[config.mk]
export PLATFORM = sky130hd
export DESIGN_NAME = binary_square_template_search
export DESIGN_NICKNAME = d
export VERILOG_FILES = /design/src/hdl/bstm_pkg.sv /design/src/hdl/bstm_match.sv /design/src/hdl/bstm_core.sv /design/src/hdl/binary_square_template_search.sv
export SDC_FILE = /design/constraint.sdc
export NUM_CORES = 1
export LEC_CHECK = 0
export BUFFER_PORTS_ARGS = -buffer_cell sky130_fd_sc_hd__buf_4
export CORE_MARGIN = 2
export CORE_UTILIZATION = 60
export CTS_BUF_LIST = sky130_fd_sc_hd__clkbuf_4 sky130_fd_sc_hd__clkbuf_8
export DETAILED_ROUTE_END_ITERATION = 16
export PLACE_DENSITY = 0.89
export SYNTH_ARGS = -nofsm -noshare
export SYNTH_HDL_FRONTEND = slang
export SYNTH_SLANG_ARGS = --single-unit
[constraint.sdc]
create_clock -name clk -period 5.62 [get_ports clk]
set_clock_uncertainty 0.15 [all_clocks]
set_input_delay 0 -clock clk [delete_from_list [all_inputs] [get_ports clk]]
set_output_delay 0 -clock clk [all_outputs]
set_load 0.02 [all_outputs]
[src/hdl/bstm_pkg.sv]
// Package for the binary square template search block.
// Holds shared widths, the configuration register map, pattern types and the result struct.
// No dependencies.
`default_nettype none

package bstm_pkg;

  // Window geometry and fixed field widths.
  localparam int WIN       = 6;
  localparam int PAT_W     = 6;
  localparam int ROW_W     = 32;
  localparam int FIELD_W   = 5;
  localparam int CFG_IDX_W = 3;
  localparam int CFG_DAT_W = 6;

  // Configuration register indexes.
  localparam logic [CFG_IDX_W-1:0] CFG_PATTERN_ROW0 = 3'd0;
  localparam logic [CFG_IDX_W-1:0] CFG_PATTERN_ROW1 = 3'd1;
  localparam logic [CFG_IDX_W-1:0] CFG_PATTERN_ROW2 = 3'd2;
  localparam logic [CFG_IDX_W-1:0] CFG_PATTERN_ROW3 = 3'd3;
  localparam logic [CFG_IDX_W-1:0] CFG_PATTERN_ROW4 = 3'd4;
  localparam logic [CFG_IDX_W-1:0] CFG_PATTERN_ROW5 = 3'd5;

  typedef logic [PAT_W-1:0] pat_row_t;
  typedef pat_row_t         pat_t [WIN];
  typedef logic [ROW_W-1:0] row_t;
  typedef row_t             win_rows_t [WIN];

  // Default pattern: hollow square with a 2x2 core.
  localparam pat_t PAT_RESET = '{6'd63, 6'd33, 6'd45, 6'd45, 6'd33, 6'd63};

  // One search result.
  typedef struct packed {
    logic               found;
    logic [FIELD_W-1:0] top_row;
    logic [FIELD_W-1:0] left_col;
  } res_t;

endpackage

`default_nettype wire

[src/hdl/bstm_match.sv]
// Window comparator: checks every 6x6 window of six stacked rows against the pattern.
// Purely combinational; depends on bstm_pkg.
`default_nettype none

module bstm_match #(
  parameter int IMAGE_SIZE = 32
) (
  input  bstm_pkg::win_rows_t  rows,
  input  bstm_pkg::pat_t       pattern,
  output logic [IMAGE_SIZE-bstm_pkg::WIN:0] hit
);
  import bstm_pkg::*;

  localparam int NWIN  = IMAGE_SIZE - WIN + 1;

  // Pixel slices of each window; columns past the row width read as zero.
  wire [PAT_W-1:0] px [NWIN][WIN];

  for (genvar k = 0; k < NWIN; k++) begin : g_win
    for (genvar r = 0; r < WIN; r++) begin : g_row
      for (genvar b = 0; b < PAT_W; b++) begin : g_bit
        if (k + b < ROW_W) begin : g_in
          assign px[k][r][b] = rows[r][k+b];
        end else begin : g_out
          assign px[k][r][b] = 1'b0;
        end
      end
    end
  end

  // A window hits when all six of its rows equal the pattern rows.
  always_comb begin
    for (int k = 0; k < NWIN; k++) begin
      hit[k] = 1'b1;
      for (int r = 0; r < WIN; r++) begin
        if (px[k][r] != pattern[r]) begin
          hit[k] = 1'b0;
        end
      end
    end
  end

endmodule

`default_nettype wire

[src/hdl/bstm_core.sv]
// Search state: row history, row counter and the latched first match.
// Depends on bstm_pkg and bstm_match.
`default_nettype none

module bstm_core #(
  parameter int IMAGE_SIZE = 32
) (
  input  logic              clk,
  input  logic              rst_n,
  input  logic              step,
  input  bstm_pkg::row_t    row,
  input  logic              first_row,
  input  bstm_pkg::pat_t    pattern,
  output logic              emit,
  output bstm_pkg::res_t    res
);
  import bstm_pkg::*;

  localparam int NWIN = IMAGE_SIZE - WIN + 1;
  localparam int CW   = $clog2(IMAGE_SIZE);
  localparam int WW   = (CW > FIELD_W) ? CW : FIELD_W;

  row_t               hist_r [WIN-1];
  logic [CW-1:0]      cnt_r;
  logic               seen_r;
  logic [FIELD_W-1:0] mrow_r;
  logic [FIELD_W-1:0] mcol_r;

  logic [CW-1:0]      idx;
  logic               seen_eff;
  logic [FIELD_W-1:0] mrow_eff;
  logic [FIELD_W-1:0] mcol_eff;
  logic               do_search;
  win_rows_t          rows;
  logic [NWIN-1:0]    hit;
  logic               any_hit;
  logic [FIELD_W-1:0] hit_col;
  logic [WW-1:0]      top_w;
  logic               seen_nxt;
  logic [FIELD_W-1:0] mrow_nxt;
  logic [FIELD_W-1:0] mcol_nxt;

  // Window stack: five stored rows above the incoming one.
  always_comb begin
    for (int r = 0; r < WIN - 1; r++) begin
      rows[r] = hist_r[r];
    end
    rows[WIN-1] = row;
  end

  bstm_match #(
    .IMAGE_SIZE (IMAGE_SIZE)
  ) u_match (
    .rows    (rows),
    .pattern (pattern),
    .hit     (hit)
  );

  // Leftmost hit wins.
  always_comb begin
    hit_col = '0;
    for (int k = NWIN - 1; k >= 0; k--) begin
      if (hit[k]) begin
        hit_col = FIELD_W'(k);
      end
    end
    any_hit = |hit;
  end

  // A first-row request restarts the image before this row is searched.
  always_comb begin
    idx       = first_row ? '0 : cnt_r;
    seen_eff  = first_row ? 1'b0 : seen_r;
    mrow_eff  = first_row ? '0 : mrow_r;
    mcol_eff  = first_row ? '0 : mcol_r;
    do_search = (idx >= CW'(WIN - 1)) && !seen_eff;
    top_w     = WW'(idx) - WW'(WIN - 1);
    if (do_search && any_hit) begin
      seen_nxt = 1'b1;
      mrow_nxt = top_w[FIELD_W-1:0];
      mcol_nxt = hit_col;
    end else begin
      seen_nxt = seen_eff;
      mrow_nxt = mrow_eff;
      mcol_nxt = mcol_eff;
    end
    emit         = (idx == CW'(IMAGE_SIZE - 1));
    res.found    = seen_nxt;
    res.top_row  = seen_nxt ? mrow_nxt : '0;
    res.left_col = seen_nxt ? mcol_nxt : '0;
  end

  // Row history shifts on every processed row.
  always_ff @(posedge clk) begin
    if (step) begin
      for (int r = 0; r < WIN - 2; r++) begin
        hist_r[r] <= hist_r[r+1];
      end
      hist_r[WIN-2] <= row;
    end
  end

  // Counter and match latch; both clear on reset and after the last row of an image.
  always_ff @(posedge clk) begin
    if (!rst_n) begin
      cnt_r  <= '0;
      seen_r <= 1'b0;
      mrow_r <= '0;
      mcol_r <= '0;
    end else if (step) begin
      if (emit) begin
        cnt_r  <= '0;
        seen_r <= 1'b0;
        mrow_r <= '0;
        mcol_r <= '0;
      end else begin
        cnt_r  <= idx + CW'(1);
        seen_r <= seen_nxt;
        mrow_r <= mrow_nxt;
        mcol_r <= mcol_nxt;
      end
    end
  end

endmodule

`default_nettype wire

[src/hdl/binary_square_template_search.sv]
// Binary 6x6 template search over a streamed one-bit image, one row per request.
// The result register is loaded when the last row of an image leaves the input register.
// Throughput: one row per cycle unless stalled; all windows of a row are compared combinationally.
// A held result only stalls the input if the next image finishes before it is taken.
// Reset (rst_n, synchronous, active low) clears the search and restores the default pattern.
// Depends on bstm_pkg and bstm_core.
`default_nettype none

module binary_square_template_search #(
  parameter int IMAGE_SIZE = 32
) (
  input  logic                               clk,
  input  logic                               rst_n,
  input  logic                               in_valid,
  output logic                               in_stall,
  input  logic [bstm_pkg::ROW_W-1:0]         in_row_bits,
  input  logic                               in_first_row,
  output logic                               out_valid,
  input  logic                               out_stall,
  output logic                               out_found,
  output logic [bstm_pkg::FIELD_W-1:0]       out_top_row,
  output logic [bstm_pkg::FIELD_W-1:0]       out_left_col,
  input  logic                               cfg_wr_en,
  input  logic [bstm_pkg::CFG_IDX_W-1:0]     cfg_index,
  input  logic [bstm_pkg::CFG_DAT_W-1:0]     cfg_data
);
  import bstm_pkg::*;

  pat_t  pat_r;
  logic  s1_valid_r;
  row_t  s1_row_r;
  logic  s1_first_r;
  logic  out_valid_r;
  res_t  out_res_r;

  logic  advance;
  logic  emit;
  res_t  res;
  logic  in_accept;

  // Pattern registers; writes beyond the last register are dropped.
  always_ff @(posedge clk) begin
    if (!rst_n) begin
      pat_r <= PAT_RESET;
    end else if (cfg_wr_en && (cfg_index <= CFG_PATTERN_ROW5)) begin
      pat_r[cfg_index] <= cfg_data[PAT_W-1:0];
    end
  end

  // The held row moves on unless it ends an image while a result is still waiting.
  assign advance   = s1_valid_r && (!emit || !out_valid_r || !out_stall);
  assign in_stall  = s1_valid_r && !advance;
  assign in_accept = in_valid && !in_stall;

  // Input register.
  always_ff @(posedge clk) begin
    if (!rst_n) begin
      s1_valid_r <= 1'b0;
    end else if (in_accept) begin
      s1_valid_r <= 1'b1;
    end else if (advance) begin
      s1_valid_r <= 1'b0;
    end
  end

  always_ff @(posedge clk) begin
    if (in_accept) begin
      s1_row_r   <= in_row_bits;
      s1_first_r <= in_first_row;
    end
  end

  bstm_core #(
    .IMAGE_SIZE (IMAGE_SIZE)
  ) u_core (
    .clk       (clk),
    .rst_n     (rst_n),
    .step      (advance),
    .row       (s1_row_r),
    .first_row (s1_first_r),
    .pattern   (pat_r),
    .emit      (emit),
    .res       (res)
  );

  // Result register.
  always_ff @(posedge clk) begin
    if (!rst_n) begin
      out_valid_r <= 1'b0;
    end else if (advance && emit) begin
      out_valid_r <= 1'b1;
    end else if (!out_stall) begin
      out_valid_r <= 1'b0;
    end
  end

  always_ff @(posedge clk) begin
    if (advance && emit) begin
      out_res_r <= res;
    end
  end

  assign out_valid    = out_valid_r;
  assign out_found    = out_res_r.found;
  assign out_top_row  = out_res_r.top_row;
  assign out_left_col = out_res_r.left_col;

  // A new result never lands on one that is still held.
  a_no_overwrite: assert property (@(posedge clk) disable iff (!rst_n)
    (advance && emit) |-> !(out_valid_r && out_stall))
    else $error("result register overwritten while stalled");

  // The input only stalls when a row is held.
  a_stall_needs_row: assert property (@(posedge clk) disable iff (!rst_n)
    !s1_valid_r |-> !in_stall)
    else $error("input stalled with empty input register");

  // A miss reports a zero position.
  a_miss_zero: assert property (@(posedge clk) disable iff (!rst_n)
    (out_valid_r && !out_res_r.found) |-> (out_res_r.top_row == '0 && out_res_r.left_col == '0))
    else $error("miss reported with nonzero position");

endmodule

`default_nettype wire

# Yosys cells after proc, flatten, opt, wreduce, memory -nomap -nowiden
# Memory sizes are Yosys's and may differ from the RTL's.
# Index checks and enable logic that the tools add are counted.
# word_totals
reg_bits	98
n_memories	1
out_inout_bits	13
ramBits	160
# classes
eq_ne	164
n_bitwise	1
muxes	209
n_reduce_logical	18
order_cmp	4
add_sub_neg	2
# mem_list
memory	words	width	rd	rd_clocked_by_memory_dff	write_ports	line	source
u_core.hist_r	5	32	5	0	5	bstm_core.sv:23	row_t hist_r [WIN-1];
# ops
cell	count
!= test 6 bit	162
2-to-1 mux 5 bit	35
2-to-1 mux 1 bit	171
bitwise mux 36 bit	1
OR reduction 27 bit	1
demux 6 bit (select 3 bit)	1
logical AND 1 bit	8
zero test 1 bit	6
2-to-1 mux 6 bit	1
adder 5 x 1 -> 5 bit, second input constant	1
== test 5 bit, second input constant	1
>= comparator 5 x 3 -> 1 bit, second input constant	1
subtractor 5 x 3 -> 5 bit, second input constant	1
>= comparator 4 bit, second input constant	1
< comparator 4 x 1 -> 1 bit, second input constant	1
inverter 3 -> 4 bit	1
<= comparator 3 bit, second input constant	1
logical OR 1 bit	2
!= test 2 x 1 -> 1 bit, second input constant	1
nonzero test 2 bit	1

# Logic depth before layout (Yosys ltp)
# depth
word_depth	36
mapped_depth	15

# Cells and area by module
# Synthesis repeated with hierarchy kept, for this count alone.
# hier_totals
cells_unflattened	2060
hier_area_um2	21152.8
# modules_own_cells
mod	seq_area_each_um2	area_per_inst_um2	instances	cells_each
bstm_match	0.0	12192.9	1	1548
bstm_core	5124.9	6093.3	1	323
binary_square_template_search	2082.0	2866.5	1	189

# Worst setup path after synthesis
# No wires, ideal clock.
# synth_timing
path_type	reg2reg
from	register s1_first_r
to	register u_core.cnt_r[2]
synth_period_minus_slack_ps	5911
path_buffers	1
path_slack_ps	-291
t_arrival_ps	5701
setup_ps	60
stages_incl_launch_ff	16
path_cell_list	edfxtp_1 -> clkbuf_1 -> clkinv_1 -> nand2_1 -> inv_1 -> ha_1 -> and3_1 -> ha_1 -> nand3_1 -> nand2_1 -> inv_1 -> nand2_1 -> nor2_1 -> a21oi_1 -> o21ai_0 -> and2_1
# synth_via
elab_chain_len	6
elab_cells_between_ends	8
cone_classes	add/sub: 1; eq/ne: 1; mux: 2; reduce/logical: 4
# synth_lines
element	line	source
from (decl)	binary_square_template_search.sv:32	logic s1_first_r;
from (signal assigned)	binary_square_template_search.sv:69	s1_first_r <= in_first_row;
2-to-1 mux 5 bit	bstm_core.sv:72	idx = first_row ? '0 : cnt_r;
== test 5 bit	bstm_core.sv:87	emit = (idx == CW'(IMAGE_SIZE - 1));
zero test 1 bit	binary_square_template_search.sv:51	assign advance = s1_valid_r && (!emit || !out_valid_r || !out_stall);
logical OR 1 bit (2 in a row)	binary_square_template_search.sv:51	
logical AND 1 bit	binary_square_template_search.sv:51	
net advance	binary_square_template_search.sv:36	logic advance;
to (signal assigned)	bstm_core.sv:117	cnt_r <= idx + CW'(1);
to (decl)	bstm_core.sv:24	logic [CW-1:0] cnt_r;
# The timed path passes the listed nets, and every way through them passes these cells.
# A chain may end at the register's enable or synchronous reset.

# Final worst setup path
# layout_timing
from	register pat_r[7] (netlist name)
to	register u_core.mrow_r[2]
# layout_via
elab_chain_len	7
elab_cells_between_ends	85
cone_classes	eq/ne: 27; mux: 56; reduce/logical: 2
# layout_lines
element	line	source
from (decl)	binary_square_template_search.sv:29	pat_t pat_r;
from (signal, indexed assignment)	binary_square_template_search.sv:46	pat_r[cfg_index] <= cfg_data[PAT_W-1:0];
!= test 6 bit	bstm_match.sv:36	if (px[k][r] != pattern[r]) begin
2-to-1 mux 1 bit (2 in a row)	bstm_match.sv:36	
OR reduction 27 bit (*)	bstm_core.sv:67	any_hit = |hit;
logical AND 1 bit (*)	bstm_core.sv:78	if (do_search && any_hit) begin
2-to-1 mux 5 bit (*)	bstm_core.sv:78	
2-to-1 mux 5 bit (*)	bstm_core.sv:111	if (emit) begin
to (signal assigned)	bstm_core.sv:119	mrow_r <= mrow_nxt;
to (decl)	bstm_core.sv:26	logic [FIELD_W-1:0] mrow_r;
# Every way passes the cells marked *; elsewhere a longest branch is shown, timed or not.

==> metrics <==
R2R Path End=u_core.mrow_r[2]$_SDFFE_PN0P_; DRC=0; hpwl dp=45.8 mm; initial core utilization=60.7%; pwr/cell area=199 mW/mm^2; synth warn=0; r2r setup slk=980 ps; largest net degree at the start of global routing=49; vias in the first global route=17300; # port buffers=59; num ports=60; CTS Buf Count=45; detailed-route via count=17400; Vias/cell=6.78; die footprint=0.0374 sq mm; Hold Buf Count CTS=91; Synth-to-Final Area Change=6.29%; crit-path cells=buf_4 > xnor2_1 > nand4_1 > nor4_1 > nand4_1 > nand4_1 > nand4bb_2 > o31ai_4 > mux2_4 > a221o_1; Cell Area, Placed=0.0210 sq mm; register area share after synthesis=33.5%; H-tree levels=2; first drt pass iteration count=6; later-pin clock latency in the skew report=640 ps; Crit Path Category=reg -> reg; top post-synthesis cells by area=edfxtp_1 (28%), xnor2_1 (24%), xor2_1 (16%); Total GRT Usage=38.6%; Static Leak=7.37 nW; CP endpoint kind=flop; Max Freq=216 MHz; Max clock buf depth=3; setup repair after global routing missed its margin=false; hold_sp=cfg_data[3]; global-route wire length before repair=110 mm; status=finished clean; post-synthesis register bit count=258; Final Critical Period=4640 ps; Max Cap Viol=0; hold path endpoint=pat_r[21]$_SDFFE_PN1P_; Final Hold Viols=0; WP data arrival=4980 ps; fillcell total=2694; footprint of the multi-input gates=0.0122 sq mm; CP most frequent cell=nand4_1; DR iter-0 viols=2951; Yosys top cell by area=edfxtp_1; initial antenna violation count=1; worst slew pin tran=1300 ps; Req. time, crit path=5970 ps; Clock Pin Slew Worst Setup and Hold Paths=70 ps; drt wl/cell=28.7 microns; CTS tree=done; Max rail drop VDD=0.194 mV; clock root cell=clkbuf_8; NumNets Final=2113; Non-Filler Cell Area, Final=0.0229 sq mm; asr flop ratio synth=0%; max_slew headroom=13.5%; layout cell share with drive strength beyond 1=12.0%; Die Height=193 microns; Post-CTS Setup Bufs=0; Worst setup SP type=flop; GRT overflow=0; syn avg cell area=10.3 sq um; slowest CP cell=dfxtp_2; FF/Latch Area=0.00725 sq mm; Core ar.=0.0355 sq mm; GPL Wtd Cong=1.01; crit path max fanout=25; commonest non-fill, non-tap cells in the layout=xnor2_1 (588), xor2_1 (385), edfxtp_1 (204); fin. max-slew vios=0; post_cts resized=0; # setup viols final=0; Final TNS setup=0 ps; Site Rows=69; CP max stage delay=1150 ps; most common cell after layout, fill and taps aside=xnor2_1; Worst R2R Start=pat_r[7]$_SDFFE_PN0P_; die width=193 microns; top_reg_cell synth=edfxtp_1; Routed Antenna Nets=0; Synth cell types=67; Post-Syn Instances=2081; clock sink count=258; worst reg2reg path depth=10; Pwr Total=4.55 mW; Hold Crit Class=in -> reg; Post-synth EDFFs=204; synthesized area=0.0215 sq mm; syn nets=2132; Synth top area share=28.5%; Post-Route WL=73.4 mm; period utilization=82.5%; Hold Path Stages=4
critical path, delay by kind of cell, from the launching register on:
| family | cells | cell delay (ps) |
|---|---|---|
| AOI/OAI and AO/OA | 2 | 1110 |
| xor gates and xnor gates | 1 | 90 |
| buffers and inverters | 1 | 320 |
| DFF | 1 | 1150 |
| muxes | 1 | 350 |
| and+or+nand+nor | 5 | 1270 |
worst max path at each step:
| stage | start | endpoint | slack, ps |
|---|---|---|---|
| after global routing | pat_r[10]$_SDFFE_PN0P_ | out_left_col[2]$_SDFFCE_PN0P_ | 930 |
| after CTS | pat_r[7]$_SDFFE_PN0P_ | u_core.mrow_r[2]$_SDFFE_PN0P_ | 1440 |
| after detailed placement | pat_r[7]$_SDFFE_PN0P_ | u_core.mrow_r[2]$_SDFFE_PN0P_ | 1500 |
| final | pat_r[7]$_SDFFE_PN0P_ | u_core.mrow_r[2]$_SDFFE_PN0P_ | 980 |
| after floorplan | s1_first_r$_DFFE_PP_ | u_core.hist_r[0][0]$_DFFE_PP_ | 880 |
| after global placement | pat_r[10]$_SDFFE_PN0P_ | u_core.mrow_r[2]$_SDFFE_PN0P_ | 1560 |
per-stage QoR:
step	worst slack, ps	utilization (%)	hold slack [ps]	std cells
after floorplan	880	-	-51.1	2081
after global placement	1560	59.2	28.3	2385
after detailed placement	1500	59.2	29.3	2385
after CTS	1440	64.5	5.55	2557
after global routing	932	64.5	68.6	2558
final	981	64.5	53.9	2558
logic make-up after synthesis:
kind of cell	after synthesis	synth area share [%]
XOR/XNOR	975	39.7
AND/OR/NAND/NOR	455	12.9
buffers and inverters	291	9.76
flip-flops	258	33.5
AO/OA/AOI/OAI	57	2.00
multiplexers	41	1.94
adder cells (fa/ha/maj)	4	0.232
flip-flops by register name, summed over array words and instances (netlist names), 5 cells and up:
name,flops
pat_r,36
u_core.hist_r,160
out_left_col,5
u_core.cnt_r,5
u_core.mcol_r,5
u_core.mrow_r,5
out_top_row,5
s1_row_r,32
routing by layer:
metal | part of all wire [%] | vias to the layer above | global-route usage [%]
met2 | 42 | 1643 | 57.3
met4 | 8.0 | 0 | 25.2
met1 | 36 | 8182 | 49.4
met5 | 0 | - | 0
met3 | 14 | 530 | 10.8
li1 | - | 6997 | -
area by class of cell:
cell class | count | area share [%]
multi-input combinational | 1532 | 53.4
sequential | 258 | 31.7
timing repair buffer | 203 | 7.82
clock buffer | 63 | 3.38
tap | 461 | 2.52
clock inverter | 18 | 0.771
inverter | 22 | 0.377
antenna | 1 | 0.0109
cells in the mapped netlist (3+ instances only):
cell	count
a21boi_0	3
a21oi_1	13
a31oi_1	3
and2_1	5
and4_1	5
buf_1	10
buf_2	99
buf_4	5
buf_6	91
buf_8	13
clkbuf_1	45
clkbuf_2	4
dfxtp_1	54
edfxtp_1	204
ha_1	4
inv_1	21
mux2i_1	38
nand2_1	44
nand3_1	16
nand4_1	175
nand4_2	3
nor2_1	22
nor2b_1	20
nor3_1	24
nor4_1	115
nor4_2	9
o211ai_1	3
o21ai_0	9
o2bb2ai_1	3
o32ai_1	3
xnor2_1	588
xor2_1	385
power breakdown:
group / total, mW / internal (mW) / switching, mW
clock: 1.85 / 1.03 / 0.814
sequential: 2.26 / 2.10 / 0.161
combinational: 0.448 / 0.237 / 0.211
Power figures use the tool's default switching activity.
